[src/tdpc_pkg.sv]
// ----------------------------------------------------------------------------
// tdpc_pkg
// Shared types and constants for the two-dimensional parity checker.
// ----------------------------------------------------------------------------
package tdpc_pkg;

	localparam int MaxSize   = 64;
	localparam int IdxW      = $clog2(MaxSize);
	localparam int SizeW     = 7;
	localparam int CountW    = 2;
	localparam int ResetSize = 4;

	typedef enum logic [1:0] {
		ST_OK      = 2'd0,
		ST_CORRUPT = 2'd1,
		ST_CHANGE  = 2'd2
	} status_t;

	// control from the sequencer to the column parity ring
	typedef struct packed {
		logic shift;
		logic clear;
	} ring_ctl_t;

endpackage

[src/tdpc_cell.sv]
// ----------------------------------------------------------------------------
// tdpc_cell
// One column parity bit of the ring; takes its neighbour's bit on each shift.
// ----------------------------------------------------------------------------
module tdpc_cell (
	input  logic              clk,
	input  logic              arst_n,
	input  tdpc_pkg::ring_ctl_t ctl,
	input  logic              d,
	output logic              q
);

	logic par_q;

	always_ff @(posedge clk or negedge arst_n) begin
		if (!arst_n) begin
			par_q <= 1'b0;
		end else if (ctl.clear) begin
			par_q <= 1'b0;
		end else if (ctl.shift) begin
			par_q <= d;
		end
	end

	assign q = par_q;

endmodule

[src/tdpc_ring.sv]
// ----------------------------------------------------------------------------
// tdpc_ring
// Chain of column parity cells closed into a ring of the configured length.
// ----------------------------------------------------------------------------
module tdpc_ring (
	input  logic                       clk,
	input  logic                       arst_n,
	input  tdpc_pkg::ring_ctl_t        ctl,
	input  logic                       bit_in,
	input  logic [tdpc_pkg::IdxW-1:0]  tap_sel,
	output logic                       tap
);

	logic [tdpc_pkg::MaxSize-1:0] cell_q;
	logic                         head_d;

	// the tap cell always holds the parity of the column now arriving
	assign tap    = cell_q[tap_sel];
	assign head_d = tap ^ bit_in;

	for (genvar i = 0; i < tdpc_pkg::MaxSize; i++) begin : g_cell
		if (i == 0) begin : g_head
			tdpc_cell u_cell (
				.clk    (clk),
				.arst_n (arst_n),
				.ctl    (ctl),
				.d      (head_d),
				.q      (cell_q[i])
			);
		end else begin : g_body
			tdpc_cell u_cell (
				.clk    (clk),
				.arst_n (arst_n),
				.ctl    (ctl),
				.d      (cell_q[i-1]),
				.q      (cell_q[i])
			);
		end
	end

endmodule

[config.mk]
export PLATFORM = sky130hd
export DESIGN_NAME = tdpc_ring
export DESIGN_NICKNAME = d
export VERILOG_FILES = /design/src/tdpc_pkg.sv /design/src/tdpc_cell.sv /design/src/tdpc_ring.sv
export SDC_FILE = /design/constraint.sdc
export NUM_CORES = 1
export LEC_CHECK = 0
export CORE_UTILIZATION = 36
export DETAILED_ROUTE_END_ITERATION = 7
export DONT_BUFFER_PORTS = 1
export PLACE_DENSITY = 0.55
export SYNTH_ARGS = -nofsm -noshare
export SYNTH_HDL_FRONTEND = slang
export SYNTH_SLANG_ARGS = --single-unit
export TNS_END_PERCENT = 50
[constraint.sdc]
create_clock -name clk -period 3.8 [get_ports clk]
set_input_delay 0.57 -clock clk [delete_from_list [all_inputs] [get_ports clk]]
set_output_delay 0.57 -clock clk [all_outputs]
set_load 0.02 [all_outputs]
==> impl_metrics.toml, run 1 <==
[setup_path]
critPathBufInv = 0
path_delay_family = "multiplexers"
path_common_cell = "mux2i_1"
critical_path.endpoint_type = "primary output"
r2r_end = "g_cell[0].g_head.u_cell.q$_DFFE_PN0P_"
max_stage_delay_ns = 0.49
reg2regPathDepth = 6
worstPathArrival_ns = 2.05
critical_path_class = "flip-flop to primary output"
critPathSlowestCell = "mux4_1"
critPathMaxFanout = 3
crit_cells = 5
required_ns = 3.23
rr_startpoint = "g_cell[23].g_body.u_cell.q$_DFFE_PN0P_"
worstSetupEndpoint = "tap"
worstSetupStartpoint = "g_cell[23].g_body.u_cell.q$_DFFE_PN0P_"
r2r_slack_ns = 1.80
path_cells = "mux4_1 > mux2i_1 > mux2i_1 > o2111ai_1 > nand2_1"
cp-start-kind = "flip-flop"

[cts]
cts_tree = "done"
postCtsSetupBuffers = 0
clock_path_buffers = 2
cts-root-buf = "clkbuf_8"
h-tree-depth = 3
numCtsBuffers = 9
clock_latency_ns = 0.34
path_clk_slew_ns = 0.07
cts.sinks = 64

[timing]
tightest_slew_ns = 0.3388
rsz0062_at_grt = "no"
finalSetupTns_ns = 0
relSlewSlack_pct = 77.39
fin_crit_sh_pct = 68.87
hold_ws_ns = 0.09351
finalMaxSlewViolations = 0
period_needed_ns = 2.617
clock_skew_ns = 0.009282
fmax_mhz = 382.1
hold_viol = 0
setup_violations = 0

[routing]
routed_via_density = 5.172
dr.first_iter.drc_count = 81
vias = 1831
drt_wl_total_um = 5672
route.detailed.drc = 0
firstDrtPassIters = 4
postRouteAntennaNets = 0
wl_per_cell_um = 16.02

[synthesis]
async_flop_share_pct = 100.0
yosys_warnings = 0
yosysSeqAreaShare_pct = 50.22
yosysTopAreaCell = "dfrtp_1"
syn_area_per_cell_um2 = 12.76
ys_ff_latch = 64
synth_most_common_cell = "mux2i_1"
synthTopCellsByArea = "dfrtp_1 50%, mux2i_1 24%, mux4_1 9.1%, nor2_1 7.4%, mux4_2 2.8%"
synth_cell_type_count = 20
synth_area_um2 = 3189
ys.flop_type = "dfrtp_1"
synth_nets = 261
synth_edf_count = 0
synth_cells = 250
yosysTopAreaCellShare_pct = 50.22
synth_common_cells = "76 x mux2i_1, 64 x dfrtp_1, 63 x nor2_1, 11 x mux4_1"

[run_status]
status = "finished, final reports clean"

[grt]
grt_start_max_net_pins = 67
grt_usage_pct = 14.04
grt_pass1_vias = 1841
overflow = 0
antenna_found_initial = 0
grt_pass1_wl_um = 9570

[floorplan]
die_area_um2 = 9240
fp.dieH_um = 96.13
core_area_um2 = 8382
ios = 12
die_w_um = 96.13
start_util_pct = 38.05
rows = 33

[finish]
fillers = 781
seqCellArea_um2 = 1602
layout.cells.non_filler = 354
multi_input_area_um2 = 1465
diodes = 0
syn_to_final_growth_pct = 9.180
final_nets = 255
drive_gt1_share_pct = 8.835

[power]
power_density_nw_per_um2 = 414.1
p_leak_nw = 1.759
max-vdd-ir-drop_v = 0.0001720

[place]
hpwl_um = 3384
port_buffers = 0
gp_congestion = 0.7002
post-place-cells = 337

[flow_run]
drv_cap = 0

[worst_hold_path]
min-delay-path-class = "input port to async pin"
[cell usage in the layout, fill, tap and decap left out, drive strengths merged]
cell type,count
a2111oi,1
a311o,1
a31oi,1
buf,1
bufinv,3
clkbuf,11
clkinv,2
dfrtp,64
inv,3
mux2i,76
mux4,15
nand2,1
nand3,2
nand3b,1
nor2,63
nor3b,2
o2111ai,1
o211ai,1
[power by group]
| group | switching, mW | internal [mW] |
|---|---|---|
| Combinational | 0.0187 | 0.0283 |
| Sequential | 0.00127 | 0.683 |
| Clock | 0.257 | 0.454 |
| Total | 0.277 | 1.16 |
[timing repair]
action | 4_1_cts | 5_1_grt
setup endpoints to repair | 0 | 0
endpoints found under the hold margin | 64 | 0
hold buffers | 1 | 0
gates resized for setup | 0 | 0
[logic make-up after synthesis]
logic type	count (synthesis)	share of synthesized area, %
AO/OA/AOI/OAI	5	1.648
AND/OR/NAND/NOR	69	8.552
buffers and inverters	21	3.844
flip-flops	64	50.22
multiplexers	91	35.74
[routing by layer]
| layer | share of wire [%] | track usage [%] |
|---|---|---|
| met1 | 52 | 19.87 |
| met2 | 43 | 19.86 |
| met3 | 3.1 | 3.397 |
| met4 | 1.7 | 7.090 |
| met5 | 0 | 0 |
[how the worst min path moves through the flow]
stage | from | endpoint | slack, ns | depth (start not counted)
after global routing | arst_n | g_cell[13].g_body.u_cell.q$_DFFE_PN0P_ | 0.09 | 1
after CTS | arst_n | g_cell[13].g_body.u_cell.q$_DFFE_PN0P_ | 0.1 | 1
after detailed placement | arst_n | g_cell[13].g_body.u_cell.q$_DFFE_PN0P_ | 0.28 | 0
after global placement | arst_n | g_cell[13].g_body.u_cell.q$_DFFE_PN0P_ | 0.28 | 0
final | arst_n | g_cell[12].g_body.u_cell.q$_DFFE_PN0P_ | 0.09 | 1
after floorplan | arst_n | g_cell[0].g_head.u_cell.q$_DFFE_PN0P_ | 0.27 | 0
[stage by stage]
| stage | total power, mW | util (%) | instance area (um^2) | setup slack [ns] |
|---|---|---|---|---|
| global route | 1.506 | 41.54 | 3482 | 1.010 |
| detailed placement | 0.7290 | 38.29 | 3209 | 1.345 |
| CTS | 1.467 | 41.54 | 3482 | 1.152 |
| floorplan | 0.7622 | - | 3189 | 1.403 |
| global placement | 0.7289 | 38.29 | 3209 | 1.354 |
| finish | 1.442 | 41.54 | 3482 | 1.183 |
[worst register-to-register path, cell delays in order (launching register included)]
cell and delay [ns]:
dfrtp_1 0.41, mux4_1 0.49, mux2i_1 0.17, mux2i_1 0.09, o2111ai_1 0.32, a2111oi_2 0.12, a311o_1 0.28
[final cells by class]
type	instances	area share, %
Tap cell	105	3.773
Timing Repair Buffer	1	0.7905
Multi-Input combinational cell	165	42.08
Sequential cell	64	45.99
Clock inverter	5	2.982
Inverter	3	0.3234
Clock buffer	11	4.060
[state kept, by name (all words and copies together) (netlist names)]
name,count
g_cell.g_body.u_cell.q,63
g_cell.g_head.u_cell.q,1
Power figures use the tool's default switching activity.
==> inputs of run 2 (changes only) <==
==> constraint.sdc (replaced) <==
create_clock -name clk -period 2.5 [get_ports clk]
set_input_delay 0.375 -clock clk [delete_from_list [all_inputs] [get_ports clk]]
set_output_delay 0.375 -clock clk [all_outputs]
set_load 0.02 [all_outputs]
==> run 2 against run 1 <==
- clock skew down 0.0031 ns
- via count up 0.98%
- sequential share of layout area up 0.55 points
- wire length up 0.44%
- power up 36%
- core utilization down 0.49 points
- non-clock buffer count up 1
- combinational power up 61%
- critical path type unchanged
- largest cell class unchanged
- largest power group is now registers
- highest routed layer unchanged
==> impl_metrics.toml, run 2 (synthesis results as in run 1) <==
[power]
swShare_pct = 21.02
clkPwrFrac_pct = 43.0
p_leak_nw = 1.726
p_int_mw = 1.543
max-vdd-ir-drop_v = 0.0002813
p_sw_mw = 0.4108
p_seq_share_pct = 53.2
p_total_mw = 1.954
power_density_nw_per_um2 = 567.9
share_comb_of_total_power_pct = 3.9

[timing]
tightest_slew_ns = 0.3228
setup_violations = 0
period_needed_ns = 2.346
fmax_mhz = 426.3
hold_ws_ns = 0.09810
fin_crit_sh_pct = 93.84
clock_skew_ns = 0.006191
rsz0062_at_grt = "no"
hold_viol = 0
finalMaxSlewViolations = 0
relSlewSlack_pct = 78.48
fin_ws_ns = 0.1541
finalSetupTns_ns = 0

[grt]
grt_pass1_vias = 1806
antenna_found_initial = 0
grt_pass1_wl_um = 9190
overflow = 0
grt_start_max_net_pins = 67
grt_usage_pct = 13.56

[finish]
most-common-layout-cells = "75 x mux2i_1, 64 x dfrtp_1, 63 x nor2_1"
syn_to_final_growth_pct = 7.885
diodes = 0
layout_commonest_cell = "mux2i_1"
layout.cells.non_filler = 355
drive_gt1_share_pct = 8.800
final_nets = 256
largest_reg_flops = 63

[routing]
wl_per_cell_um = 16.05
routed_via_density = 5.208
route.detailed.drc = 0
drt_wl_total_um = 5697
firstDrtPassIters = 4
dr.first_iter.drc_count = 108
vias = 1849
postRouteAntennaNets = 0

[floorplan]
start_util_pct = 38.05
die_w_um = 96.13
rows = 33
core_area_um2 = 8382
fp.dieH_um = 96.13
die_area_um2 = 9240
ios = 12

[cts]
numCtsBuffers = 9
clock_path_buffers = 2
path_clk_slew_ns = 0.07
postCtsSetupBuffers = 0
cts-root-buf = "clkbuf_8"
cts_tree = "done"
clock_latency_ns = 0.33
cts.sinks = 64
h-tree-depth = 3

[setup_path]
cp-start-kind = "flip-flop"
worstSetupStartpoint = "g_cell[35].g_body.u_cell.q$_DFFE_PN0P_"
rr_startpoint = "g_cell[35].g_body.u_cell.q$_DFFE_PN0P_"
worstPathArrival_ns = 1.97
critical_path_class = "flip-flop to primary output"
required_ns = 2.12
critPathMaxFanout = 3
critical_path.endpoint_type = "primary output"

[place]
post-place-cells = 337
gp_congestion = 0.6677
port_buffers = 0
hpwl_um = 3337
dp_slack_ns = 0.4234

[run_status]
status = "finished, final reports clean"

[flow_run]
drv_cap = 0

[worst_hold_path]
hp-start = "ctl[0]"
min-delay-path-class = "input port to flip-flop"
run 2: layer usage:
metal	part of all wire, %	track usage [%]
met4	1.0	4.851
met5	0	0
met2	44	20.15
met3	3.7	4.739
met1	51	18.25
run 2: path summary, 6_finish.rpt:
check | slack (ns) | end | cells past startpoint
min reg2reg | 0.52 | g_cell[63].g_body.u_cell.q$_DFFE_PN0P_ | 2
max reg2reg | 0.51 | g_cell[0].g_head.u_cell.q$_DFFE_PN0P_ | 6
max | 0.15 | tap | 5
max in group asynchronous | 1.65 | g_cell[7].g_body.u_cell.q$_DFFE_PN0P_ | 2
min in group asynchronous | 0.58 | g_cell[29].g_body.u_cell.q$_DFFE_PN0P_ | 2
min | 0.1 | g_cell[1].g_body.u_cell.q$_DFFE_PN0P_ | 1
run 2: critical path: stages, from the launching register on:
cell and delay [ns]:
dfrtp_1 0.39, mux4_1 0.52, mux2i_1 0.22, mux2i_1 0.12
o211ai_2 0.24, nand2_2 0.14
run 2: timing repair:
item / CTS / global route
resized for setup: 0 / 3
hold buffers: 2 / 0
endpoints found under the setup margin: 0 / 1
hold endpoints to repair: 64 / 0
run 2: layout make-up:
cell class	instances	area, um^2
clock buffers	13	138.9
well taps	105	131.4
repair buffers	2	37.54
inverters	3	11.26
multi-input cells	165	1478
clock inverters	3	42.54
fillers	797	4941
flip-flops and latches	64	1602
run 2: stage by stage:
step	area, um^2	util [%]
6_report	3441	41.05
4_1_cts	3428	40.90
3_3_place_gp	3209	38.29
3_5_place_dp	3209	38.29
5_1_grt	3441	41.05
2_1_floorplan	3189	-
run 2: power by group through the flow:
stage	clock network (mW)	logic, mW	registers (mW)
after floorplan	0	0.0999	1.06
after global placement	0	0.0483	1.06
after detailed placement	0	0.0486	1.06
after CTS	0.866	0.0766	1.04
after global routing	0.919	0.0814	1.04
final	0.839	0.0753	1.04
==> inputs of run 3 (changes only) <==
--- a/config.mk
+++ b/config.mk
@@ -6,6 +6,7 @@
 export NUM_CORES = 1
 export LEC_CHECK = 0
 export CORE_UTILIZATION = 36
+export CTS_BUF_LIST = sky130_fd_sc_hd__clkbuf_2 sky130_fd_sc_hd__clkbuf_4 sky130_fd_sc_hd__clkbuf_8
 export DETAILED_ROUTE_END_ITERATION = 7
 export DONT_BUFFER_PORTS = 1
 export PLACE_DENSITY = 0.55
==> run 3 against run 2 <==
- final area grew 0.44%
- flip-flop and latch count did not move
- fmax about the same
- setup slack better by 0.0017 ns
- sequential power barely moved
- cell count did not move
- first-iteration DRC count rose by 2.8%
- register-to-register slack hardly changed
- clock skew about the same
==> impl_metrics.toml, run 3 (synthesis results as in run 1) <==
[run_status]
status = "finished, final reports clean"

[timing]
fin_crit_sh_pct = 93.77
finalSetupTns_ns = 0
relSlewSlack_pct = 78.59
fmax_mhz = 426.6
clock_skew_ns = 0.006213
finalMaxSlewViolations = 0
hold_ws_ns = 0.09886
period_needed_ns = 2.344
fin_ws_ns = 0.1557
rsz0062_at_grt = "no"
setup_violations = 0
hold_viol = 0
tightest_slew_ns = 0.3211

[finish]
final_util_pct = 41.23
final_nets = 256
diodes = 0
most-common-layout-cells = "75 x mux2i_1, 64 x dfrtp_1, 63 x nor2_1"
layout.cells.non_filler = 355
design_area_um2 = 3456
fillers = 794
largest_reg_flops = 63
layout_commonest_cell = "mux2i_1"
syn_to_final_growth_pct = 8.356
drive_gt1_share_pct = 10.40

[grt]
grt_pass1_wl_um = 9177
overflow = 0
antenna_found_initial = 0
use_met3_pct = 4.739
met2_usage_pct = 20.09
grt_use_met1_pct = 18.25
grt_start_max_net_pins = 67
busiest_layer = "met2"
grt_pass1_vias = 1803
grt_usage_pct = 13.54

[routing]
route.detailed.drc = 0
routed_via_density = 5.208
postRouteAntennaNets = 0
dr.first_iter.drc_count = 111
vias = 1849
drt_wl_total_um = 5688
firstDrtPassIters = 5
wl_per_cell_um = 16.02

[place]
placed_cell_area_um2 = 3209
post-place-cells = 337
port_buffers = 0
dp_slack_ns = 0.4234
gp_congestion = 0.6677
hpwl_um = 3337

[cts]
clock_latency_ns = 0.33
numCtsBuffers = 9
clock_path_buffers = 2
cts_tree = "done"
cts.sinks = 64
h-tree-depth = 3
cts-root-buf = "clkbuf_8"
path_clk_slew_ns = 0.07

[setup_path]
critPathBufInv = 0
worstSetupStartpoint = "g_cell[35].g_body.u_cell.q$_DFFE_PN0P_"
max_stage_delay_ns = 0.52
path_delay_family = "multiplexers"
critPathSlowestCell = "mux4_1"
critical_path_class = "flip-flop to primary output"
path_common_cell = "mux2i_1"
path_cells = "mux4_1 > mux2i_1 > mux2i_1 > o211ai_2 > nand2_2"
critical_path.endpoint_type = "primary output"
worstPathArrival_ns = 1.97
required_ns = 2.12
rr_startpoint = "g_cell[35].g_body.u_cell.q$_DFFE_PN0P_"
critPathMaxFanout = 3
cp-start-kind = "flip-flop"

[power]
p_total_mw = 1.995
power_density_nw_per_um2 = 577.2
max-vdd-ir-drop_v = 0.0002818
p_leak_nw = 1.739

[floorplan]
die_area_um2 = 9240
die_w_um = 96.13
start_util_pct = 38.05
fp.dieH_um = 96.13
rows = 33
core_area_um2 = 8382
ios = 12

[worst_hold_path]
hp-start = "ctl[0]"
min-delay-path-class = "input port to flip-flop"

[flow_run]
drv_cap = 0
==> run 3: cell types whose count changed in the layout (fill, tap and decap cells not counted) <==
cell / delta
clkbuf_4: +4
clkbuf_1: -4
==> run 3: repair_timing <==
action / CTS / global route
setup buffers: 0 / 0
endpoints found under the hold margin: 64 / 0
resized for setup: 0 / 3
endpoints found under the setup margin: 0 / 1
hold buffers: 2 / 0
==> run 3: worst register-to-register path, delay by kind of cell, from the launching register on <==
kind / cells / cell delay, ns
AO/OA/AOI/OAI: 3 / 0.62
flip-flops: 1 / 0.39
multiplexers: 3 / 0.86
==> run 3: power breakdown <==
part / internal (mW) / leakage, nW / switching, mW
sequential: 1.04 / 0.894 / 0.00175
clock: 0.504 / 0.101 / 0.376
combinational: 0.0449 / 0.744 / 0.0302
total: 1.59 / 1.74 / 0.408
==> run 3: layout make-up <==
cell class                 instances  area, um^2  area share, %
multi-input combinational        165        1478          42.76
sequential                        64        1602          46.34
timing repair buffer               2       37.54          1.086
tap                              105       131.4          3.802
inverter                           3       11.26         0.3259
clock inverter                     3       42.54          1.231
clock buffer                      13       153.9          4.453
==> run 3: final timing paths <==
kind | endpoint | slack, ns | depth (start not counted)
worst min register to register | g_cell[63].g_body.u_cell.q$_DFFE_PN0P_ | 0.52 | 2
min in group asynchronous | g_cell[29].g_body.u_cell.q$_DFFE_PN0P_ | 0.58 | 2
worst min-delay path | g_cell[1].g_body.u_cell.q$_DFFE_PN0P_ | 0.1 | 1
worst max-delay path | tap | 0.16 | 5
worst max register to register | g_cell[0].g_head.u_cell.q$_DFFE_PN0P_ | 0.51 | 6
max in group asynchronous | g_cell[39].g_body.u_cell.q$_DFFE_PN0P_ | 1.65 | 2
==> run 3: layer usage <==
| layer | up-vias | wire length, um | share of wire [%] |
|---|---|---|---|
| li1 | 883 | - | - |
| met1 | 940 | 2903 | 51 |
| met2 | 19 | 2527 | 44 |
| met3 | 7 | 200 | 3.5 |
| met4 | 0 | 57 | 1.0 |
| met5 | - | 0 | 0 |
